$ cat config.mk
export PLATFORM = sky130hd
export DESIGN_NAME = led_frame_buffer_plotter
export DESIGN_NICKNAME = d
export VERILOG_FILES = /design/src/rtl/core/lfbp_pkg.sv /design/src/rtl/core/led_frame_buffer_plotter.sv
export SDC_FILE = /design/constraint.sdc
export NUM_CORES = 2
export LEC_CHECK = 0
export BUFFER_PORTS_ARGS = -buffer_cell sky130_fd_sc_hd__buf_2
export CAP_MARGIN = 20
export CORE_ASPECT_RATIO = 1.25
export CORE_MARGIN = 2
export CORE_UTILIZATION = 55
export CTS_BUF_LIST = sky130_fd_sc_hd__clkbuf_8 sky130_fd_sc_hd__clkbuf_16
export CTS_CLUSTER_SIZE = 16
export DETAILED_ROUTE_END_ITERATION = 10
export GPL_TIMING_DRIVEN = 0
export PLACE_DENSITY = 0.71
export SLEW_MARGIN = 25
export SYNTH_ARGS = -nofsm -noshare
export SYNTH_HDL_FRONTEND = slang
export SYNTH_SLANG_ARGS = --single-unit
export TNS_END_PERCENT = 20
$ cat constraint.sdc
create_clock -name clk -period 10.64 [get_ports clk]
set_input_delay 1.596 -clock clk [delete_from_list [all_inputs] [get_ports clk]]
set_output_delay 1.596 -clock clk [all_outputs]
set_load 0.01 [all_outputs]
$ cat src/rtl/core/lfbp_pkg.sv
// ----------------------------------------------------------------------------
// lfbp_pkg: shared definitions for the LED frame buffer plotter
// Command, kind and status codes, color masks, default plane size and the
// RGB565 widening function.
// ----------------------------------------------------------------------------
package lfbp_pkg;

    // Default plane size
    localparam int PLANE_WIDTH_DEF  = 8;
    localparam int PLANE_HEIGHT_DEF = 8;

    // Command codes (slave tuser)
    localparam logic [1:0] CMD_DRAW_565 = 2'd0;
    localparam logic [1:0] CMD_DRAW_888 = 2'd1;
    localparam logic [1:0] CMD_FILL_565 = 2'd2;
    localparam logic [1:0] CMD_FLUSH    = 2'd3;

    // Result kind codes (master tuser)
    localparam logic KIND_STATUS = 1'b0;
    localparam logic KIND_PIXEL  = 1'b1;

    // Draw status codes
    localparam logic STATUS_OK        = 1'b0;
    localparam logic STATUS_OUT_RANGE = 1'b1;

    // RGB565 component masks
    localparam logic [15:0] MASK_RED   = 16'hF800;
    localparam logic [15:0] MASK_GREEN = 16'h07E0;
    localparam logic [15:0] MASK_BLUE  = 16'h001F;

    // Stored pixel: green 23-16, red 15-8, blue 7-0
    typedef logic [23:0] grb_t;

    // Widen RGB565 to 8-bit components by a left shift with zero fill
    function automatic grb_t widen_565(input logic [15:0] color);
        logic [15:0] r_m;
        logic [15:0] g_m;
        logic [15:0] b_m;
        r_m = color & MASK_RED;
        g_m = color & MASK_GREEN;
        b_m = color & MASK_BLUE;
        return {g_m[10:5], 2'b00, r_m[15:11], 3'b000, b_m[4:0], 3'b000};
    endfunction

endpackage

$ cat src/rtl/core/led_frame_buffer_plotter.sv
// ----------------------------------------------------------------------------
// led_frame_buffer_plotter: frame buffer for an addressable LED plane
// Stores one green-red-blue triple per pixel in a synchronous memory, takes
// draw, fill and flush requests and streams out draw status and pixels.
//
//  Channel  Dir  Signals                          Request
//  -------  ---  -------------------------------  ----------------------------
//  s_*      in   s_tvalid s_tready s_tdata s_tuser  one command
//  m_*      out  m_tvalid m_tready m_tdata m_tuser  one status or one pixel
//                m_tlast
//
//  Draws can follow each other every cycle while the output is not stalled.
//  A fill sweeps the memory write port, one pixel a cycle, over all W*H pixels.
//  A flush reads one pixel a cycle through the registered memory read port
//  while the output is not stalled.
//  Reset clears a valid bit per pixel at once; an unwritten pixel reads zero.
//  A stall on m_tready holds the output register and the pending read.
// ----------------------------------------------------------------------------
module led_frame_buffer_plotter
    import lfbp_pkg::*;
#(
    parameter int PLANE_WIDTH  = PLANE_WIDTH_DEF,
    parameter int PLANE_HEIGHT = PLANE_HEIGHT_DEF
)
(
    input  logic        clk,
    input  logic        rst_n,
    input  logic        s_tvalid,
    output logic        s_tready,
    // column[7:0], row[15:8], color_565[31:16], red_in[39:32],
    // green_in[47:40], blue_in[55:48]
    input  logic [55:0] s_tdata,
    // command[1:0]
    input  logic [1:0]  s_tuser,
    output logic        m_tvalid,
    input  logic        m_tready,
    // status[0], green_out[8:1], red_out[16:9], blue_out[24:17], zero[31:25]
    output logic [31:0] m_tdata,
    // kind[0]
    output logic        m_tuser,
    output logic        m_tlast
);

    localparam int DEPTH = PLANE_WIDTH * PLANE_HEIGHT;
    localparam int AW    = (DEPTH > 1) ? $clog2(DEPTH) : 1;
    localparam logic [AW-1:0] LAST_ADDR = AW'(DEPTH - 1);

    localparam logic [1:0] ST_IDLE  = 2'd0;
    localparam logic [1:0] ST_FILL  = 2'd1;
    localparam logic [1:0] ST_FLUSH = 2'd2;

    // Input fields
    logic [1:0]  command;
    logic [7:0]  column;
    logic [7:0]  row;
    logic [15:0] color_565;
    logic [7:0]  red_in;
    logic [7:0]  green_in;
    logic [7:0]  blue_in;

    assign command   = s_tuser;
    assign column    = s_tdata[7:0];
    assign row       = s_tdata[15:8];
    assign color_565 = s_tdata[31:16];
    assign red_in    = s_tdata[39:32];
    assign green_in  = s_tdata[47:40];
    assign blue_in   = s_tdata[55:48];

    // State
    logic [1:0]       state_reg, state_next;
    logic [AW-1:0]    cnt_reg, cnt_next;
    grb_t             fill_grb_reg, fill_grb_next;
    logic [DEPTH-1:0] valid_reg;
    logic             rd_vld_reg, rd_vld_next;
    logic             rd_last_reg;
    logic             rd_hit_reg;
    grb_t             mem_q;
    grb_t             mem [DEPTH];

    logic             out_vld_reg, out_vld_next;
    logic             out_kind_reg;
    logic             out_status_reg;
    grb_t             out_grb_reg;
    logic             out_last_reg;

    // Control
    logic          s_acc;
    logic          out_free;
    logic          is_draw;
    logic          draw_acc;
    logic          in_range;
    logic          pix_load;
    logic          rd_en;
    logic          wr_en;
    logic [AW-1:0] wr_addr;
    grb_t          wr_data;
    grb_t          draw_grb;
    logic [7:0]    sx;
    logic [15:0]   draw_addr_full;

    assign out_free = !out_vld_reg || m_tready;
    assign s_tready = (state_reg == ST_IDLE) && !rd_vld_reg && out_free;
    assign s_acc    = s_tvalid && s_tready;
    assign is_draw  = (command == CMD_DRAW_565) || (command == CMD_DRAW_888);
    assign draw_acc = s_acc && is_draw;
    assign in_range = (column < 8'(PLANE_WIDTH)) && (row < 8'(PLANE_HEIGHT));
    assign pix_load = rd_vld_reg && out_free;
    assign rd_en    = (state_reg == ST_FLUSH) && (!rd_vld_reg || pix_load);

    // Mirror the column and form the stored address
    assign sx             = 8'(PLANE_WIDTH - 1) - column;
    assign draw_addr_full = 16'(sx) * 16'(PLANE_HEIGHT) + 16'(row);
    assign draw_grb       = (command == CMD_DRAW_565) ? widen_565(color_565)
                                                      : {green_in, red_in, blue_in};

    // Select the single write port between draw and fill sweep
    always_comb
    begin
        wr_en   = 1'b0;
        wr_addr = cnt_reg;
        wr_data = fill_grb_reg;
        if (state_reg == ST_FILL)
        begin
            wr_en = 1'b1;
        end
        else if (draw_acc && in_range)
        begin
            wr_en   = 1'b1;
            wr_addr = draw_addr_full[AW-1:0];
            wr_data = draw_grb;
        end
    end

    // Sequence fill and flush sweeps
    always_comb
    begin
        state_next    = state_reg;
        cnt_next      = cnt_reg;
        fill_grb_next = fill_grb_reg;
        unique case (state_reg)
            ST_IDLE:
            begin
                if (s_acc && command == CMD_FILL_565)
                begin
                    state_next    = ST_FILL;
                    cnt_next      = '0;
                    fill_grb_next = widen_565(color_565);
                end
                else if (s_acc && command == CMD_FLUSH)
                begin
                    state_next = ST_FLUSH;
                    cnt_next   = '0;
                end
            end
            ST_FILL:
            begin
                cnt_next = cnt_reg + 1'b1;
                if (cnt_reg == LAST_ADDR)
                begin
                    state_next = ST_IDLE;
                end
            end
            ST_FLUSH:
            begin
                if (rd_en)
                begin
                    cnt_next = cnt_reg + 1'b1;
                    if (cnt_reg == LAST_ADDR)
                    begin
                        state_next = ST_IDLE;
                    end
                end
            end
            default:
            begin
                state_next = ST_IDLE;
            end
        endcase
    end

    // Track the pending read and the output register
    always_comb
    begin
        if (rd_en)
            rd_vld_next = 1'b1;
        else if (pix_load)
            rd_vld_next = 1'b0;
        else
            rd_vld_next = rd_vld_reg;

        if (draw_acc || pix_load)
            out_vld_next = 1'b1;
        else if (m_tready)
            out_vld_next = 1'b0;
        else
            out_vld_next = out_vld_reg;
    end

    // Control registers
    always_ff @(posedge clk or negedge rst_n)
    begin
        if (!rst_n)
        begin
            state_reg   <= ST_IDLE;
            cnt_reg     <= '0;
            rd_vld_reg  <= 1'b0;
            out_vld_reg <= 1'b0;
            valid_reg   <= '0;
            rd_hit_reg  <= 1'b0;
        end
        else
        begin
            state_reg   <= state_next;
            cnt_reg     <= cnt_next;
            rd_vld_reg  <= rd_vld_next;
            out_vld_reg <= out_vld_next;
            if (wr_en)
                valid_reg[wr_addr] <= 1'b1;
            if (rd_en)
                rd_hit_reg <= valid_reg[cnt_reg];
        end
    end

    // Pixel memory: one write port, one registered read port
    always_ff @(posedge clk)
    begin
        if (wr_en)
            mem[wr_addr] <= wr_data;
        if (rd_en)
        begin
            mem_q       <= mem[cnt_reg];
            rd_last_reg <= (cnt_reg == LAST_ADDR);
        end
    end

    // Payload registers
    always_ff @(posedge clk)
    begin
        fill_grb_reg <= fill_grb_next;
        if (draw_acc)
        begin
            out_kind_reg   <= KIND_STATUS;
            out_status_reg <= in_range ? STATUS_OK : STATUS_OUT_RANGE;
            out_grb_reg    <= '0;
            out_last_reg   <= 1'b0;
        end
        else if (pix_load)
        begin
            out_kind_reg   <= KIND_PIXEL;
            out_status_reg <= STATUS_OK;
            out_grb_reg    <= rd_hit_reg ? mem_q : '0;
            out_last_reg   <= rd_last_reg;
        end
    end

    assign m_tvalid = out_vld_reg;
    assign m_tuser  = out_kind_reg;
    assign m_tlast  = out_last_reg;
    assign m_tdata  = {7'd0, out_grb_reg[7:0], out_grb_reg[15:8], out_grb_reg[23:16],
                       out_status_reg};

    // Assertions
    a_busy_no_accept: assert property (@(posedge clk) disable iff (!rst_n)
        (state_reg != ST_IDLE) |-> !s_tready)
        else $error("command accepted during a sweep");

    a_last_is_pixel: assert property (@(posedge clk) disable iff (!rst_n)
        (m_tvalid && m_tlast) |-> (m_tuser == KIND_PIXEL))
        else $error("last set on a status result");

    a_read_held: assert property (@(posedge clk) disable iff (!rst_n)
        (rd_vld_reg && !pix_load) |=> (rd_vld_reg && $stable(mem_q)))
        else $error("pending pixel read lost during stall");

    a_fill_ends: assert property (@(posedge clk) disable iff (!rst_n)
        (state_reg == ST_FILL && cnt_reg == LAST_ADDR) |=> (state_reg == ST_IDLE))
        else $error("fill sweep did not end on the last pixel");

endmodule

# == Yosys cells after proc, flatten, opt, wreduce, memory -nomap -nowiden ==
# Memory sizes are Yosys's and may differ from the RTL's. A register that Yosys moved wholly into a read port is not among the register bits.
# Index checks and enable logic that the tools add are counted.
# word_totals
mem_count,1
output_inout_bits,36
mem_bits_rw,1536
register_bits,119
# memory_table
memory,depth,word_bits,rd,rd_clocked_by_memory_dff,write_ports,line_no,rtl
mem,64,24,1,1,1,led_frame_buffer_plotter.sv:78,grb_t mem [DEPTH];
# classes
reduce_logical,26
order_cmp,5
bitwise_logic,1
eq_ne,8
n_mux,29
add_sub_neg,3
# ops
op,n
24-bit two-way mux,4
64-bit bitwise OR,1
6-bit two-way mux,5
6-bit case mux with 3 select lines,1
"8-bit by 4-bit < comparator with 1-bit output, second input constant",2
"6-bit by 7-bit < comparator with 1-bit output, second input constant",2
1-bit two-way mux,12
1-bit logical AND,11
2-bit two-way mux,4
"6-bit by 1-bit adder with 6-bit output, second input constant",1
6-bit adder,1
1-bit binary-select mux with 6-bit select,1
1-bit demux with 6-bit select,1
"2-bit equality test, second input constant",3
"6-bit equality test, second input constant",1
"6-bit by 1-bit greater-or-equal comparator with 1-bit output, second input constant",1
2-bit case mux with 3 select lines,1
2-bit nonzero test,3
"2-bit by 1-bit equality test with 1-bit output, second input constant",2
2-bit zero test,2
1-bit logical OR,4
2-bit AND reduction,2
"3-bit by 1-bit != test with 1-bit output, second input constant",1
3-bit AND reduction,1
other kinds (4),5

# == Depth between registers and ports, before layout ==
# depth
word_depth,13
mapped_depth,10
mapped_depth_nobuf,9

# == Worst setup path after synthesis ==
# Ideal clock, no wire load.
# synth_timing
path_kind,input -> register
startpoint,input port s_tdata[6]
endpoint,"memory mem[0][23] (netlist name), data pin"
arrival_time_ns,4.693
stages,7
setup_time_ns,0.588
required_ns,10.052
n_path_buf,2
setup_slack_ns,5.359
path_cell_list,nor4_1 nand4_1 buf_2 nor3_1 clkbuf_1 nor2_1 a31oi_1
# synth_via
elab_chain_cells,5
# synth_lines
item,line_no,rtl
from (decl),led_frame_buffer_plotter.sv:32,"input logic [55:0] s_tdata,"
8-bit by 4-bit < comparator with 1-bit output,led_frame_buffer_plotter.sv:106,assign in_range = (column < 8'(PLANE_WIDTH)) && (row < 8'(PLANE_HEIGHT));
1-bit logical AND,led_frame_buffer_plotter.sv:106,
1-bit logical AND,led_frame_buffer_plotter.sv:126,else if (draw_acc && in_range)
24-bit two-way mux,led_frame_buffer_plotter.sv:126,
24-bit two-way mux,led_frame_buffer_plotter.sv:122,if (state_reg == ST_FILL)
net wr_data[23],led_frame_buffer_plotter.sv:96,grb_t wr_data;
to (decl),led_frame_buffer_plotter.sv:78,
# The timed path passes the listed nets, and every way through them passes these cells.

==> impl_metrics.json <==
{
  "drc": 0,
  "synthFlopType": "edfxtp_1",
  "utilization_pct": 65.1,
  "clockBufferDepth": 3,
  "crit_path_end_kind": "flop",
  "synth_adder_area_share_pct": 0.146,
  "gp_congestion": 0.928,
  "r2r_end": "mem_q[8]",
  "yosys-mux-area-fraction_pct": 15.4,
  "synthTopCellsByArea": "edfxtp_1 (73%), mux4_2 (15%), dfrtp_1 (2.9%)",
  "use_met3_pct": 6.83,
  "async_flop_share_pct": 4.47,
  "synthDistinctLibCells": 65,
  "dp_slack_ps": 5100,
  "chipHeight_um": 388,
  "worstPathRequired_ps": 11110,
  "synth-simple-area-share_pct": 2.05,
  "synth_area_um2": 65000,
  "yosysSeqAreaShare_pct": 76.6,
  "cts_tree": "done",
  "status": "completed",
  "antenna_found_initial": 7,
  "synthXorXnorAreaFrac_pct": 0.0270,
  "reg2reg_slack_ps": 6220,
  "grt_busiest_layer": "met2",
  "hold_start": "m_tlast",
  "crit_path_max_fanout": 10,
  "slew_headroom_pct": 21.0,
  "io_pins": 98,
  "area_growth_pct": 17.1,
  "fp.coreArea_um2": 117000,
  "port-buffer-count": 90,
  "drt_wl_total_um": 175000,
  "synthCells": 3039,
  "clk_pin_slew_ps": 70,
  "ys_ff_latch": 1679,
  "wl_per_cell_um": 34.3,
  "synth_top_family_by_area": "multiplexers",
  "drive_above_1_share_pct": 31.0,
  "grt_util_met1_pct": 36.6,
  "fmax_mhz": 226,
  "rows": 140,
  "vias": 34162,
  "grt_pass1_wl_um": 250000,
  "dp_cells": 4808,
  "htreeDepth": 4,
  "drv_slew": 0,
  "timing.rr.start": "cnt_reg[1]",
  "cellLeakagePower_nw": 24.4,
  "power_density_nw_per_um2": 218,
  "synth-compound-area-share_pct": 4.08,
  "dp_hpwl_um": 118000,
  "maxCapViolCount": 0,
  "rr_worst_depth": 8,
  "drt_iter0_markers": 4651,
  "internal_power_mw": 11.8,
  "hold_ws_ps": 461,
  "synth_top_area_cell": "edfxtp_1",
  "cts-root-buf": "clkbuf_16",
  "setup-violations-final": 0,
  "switchingPower_mw": 4.80,
  "syn_avg_cell_area_um2": 21.4,
  "drt-pass1-iter-count": 6,
  "fin_tns_setup_ps": 0,
  "synth_edf_count": 1578,
  "yosysMostFrequentCell": "edfxtp_1",
  "cp.arrival_ps": 4890,
  "seqPwrFrac_pct": 44.7,
  "final_area_um2": 76100,
  "pwr-share-clk_pct": 33.5,
  "grt_overflow": 0,
  "switching_share_pct": 29.0,
  "instances_no_fill": 5097,
  "ctsResizeCount": 0,
  "yosys_warnings": 0,
  "critPathKind": "reg -> reg",
  "worstMarginPinSlew_ps": 1190,
  "setup_ws_ps": 6220,
  "cp-startpoint": "cnt_reg[1]",
  "combinationalPowerShare_pct": 21.8,
  "layout.nets": 3470,
  "cts_setup_buffers": 0,
  "holdPathEnd": "m_tlast",
  "met2_usage_pct": 47.8,
  "yosys.area.top_type_share_pct": 73.0,
  "grt_max_degree": 65,
  "layout_min_cycle_time_ps": 4420,
  "routed_via_density": 6.70,
  "grtUsageTotal_pct": 29.3,
  "worstSetupStartpointType": "flop",
  "hold_class": "reg -> reg",
  "clk_latency_ps": 790,
  "hold_depth": 2,
  "vdd_drop_max_mv": 0.179,
  "finalCritPeriodShare_pct": 41.6,
  "final-hold-violation-count": 0,
  "cts_sinks": 1679,
  "power_mw": 16.6,
  "grt_pass1_vias": 34807,
  "grt_setup_unrepaired": "no",
  "synthTopCellsByCount": "edfxtp_1 (1578), mux4_2 (422), a21oi_1 (107)",
  "cts_buffers": 153,
  "post_dp_cell_area_um2": 71000,
  "fp.dieArea_um2": 121000,
  "die_x_um": 311,
  "final_antenna_net_count": 0,
  "start_util_pct": 55.6,
  "finalClockSkew_ps": 30.9,
  "largest_reg_flops": 1536,
  "cts_hold_buf": 0
}
[power groups by stage]
stage | Sequential (mW) | Combinational (mW) | Clock [mW]
final | 7.40 | 3.61 | 5.54
after global routing | 7.41 | 3.71 | 5.83
after CTS | 7.40 | 3.55 | 5.59
after detailed placement | 7.53 | 3.52 | 0
after global placement | 7.55 | 3.40 | 0
after floorplan | 7.52 | 2.10 | 0
[final cells by class]
cell class,instances,area [um2]
tap,1562,1950
multi-input combinational,1157,14900
clock inverter,126,1130
timing repair buffer,201,3270
buffer,198,1040
clock buffer,158,3940
sequential,1679,49800
fill,7307,40800
antenna,5,12.5
inverter,11,41.3
[kinds of logic after synthesis]
kind of cell,Yosys count
AO/OA/AOI/OAI,388
flip-flops,1679
buffers and inverters,209
other,1
XOR/XNOR,2
multiplexers,470
AND/OR/NAND/NOR,283
adder cells (fa/ha/maj),7
[critical path: stages (launching register included)]
cell and delay, ps:
dfrtp_1 410, buf_2 340, buf_2 490, clkbuf_1 820
mux4_2 410, a22oi_1 310, a21oi_1 210, a21oi_1 780
a21oi_1 280
[worst max-delay path by stage]
stage | end | slack (ps)
after detailed placement | mem[60][18] | 5100
after floorplan | mem[0][23] | 5360
after global placement | mem[34][14] | 1560
after CTS | mem[43][18] | 5940
final | mem_q[8] | 6220
after global routing | mem[34][19] | 6230
[routing by layer]
layer,part of all wire [%],up-vias
met4,6.4,2
li1,-,13461
met5,0.0069,-
met1,34,18040
met3,9.8,478
met2,49,2181
[cells in the final DEF, fill, tap and decap left out, types with 7 or more instances in the layout]
cell type | netlist | final
edfxtp_1 | 1578 | 1578
mux4_2 | 422 | 422
clkbuf_16 | 0 | 157
buf_2 | 66 | 156
a21oi_1 | 107 | 107
a22oi_1 | 96 | 96
nand2_1 | 93 | 93
buf_16 | 0 | 86
dfrtp_1 | 75 | 75
nor2_4 | 0 | 64
o21bai_1 | 64 | 64
clkbuf_1 | 63 | 62
mux2i_1 | 42 | 42
inv_1 | 10 | 40
nor2_1 | 103 | 39
buf_4 | 35 | 36
nand3_1 | 31 | 31
clkinv_2 | 0 | 26
dfxtp_1 | 26 | 26
clkinv_1 | 0 | 24
buf_1 | 22 | 21
o22ai_1 | 19 | 19
a211oi_1 | 17 | 17
buf_12 | 0 | 17
a31oi_4 | 0 | 16
bufinv_16 | 0 | 15
o21ai_1 | 14 | 14
clkinvlp_4 | 0 | 13
buf_6 | 10 | 12
nor2b_1 | 8 | 8
nand2b_1 | 8 | 8
a221oi_1 | 8 | 8
o21ai_2 | 8 | 8
and3_4 | 0 | 7
o21ai_0 | 7 | 7
conb_1 | 1 | 7
Power figures use the tool's default switching activity.
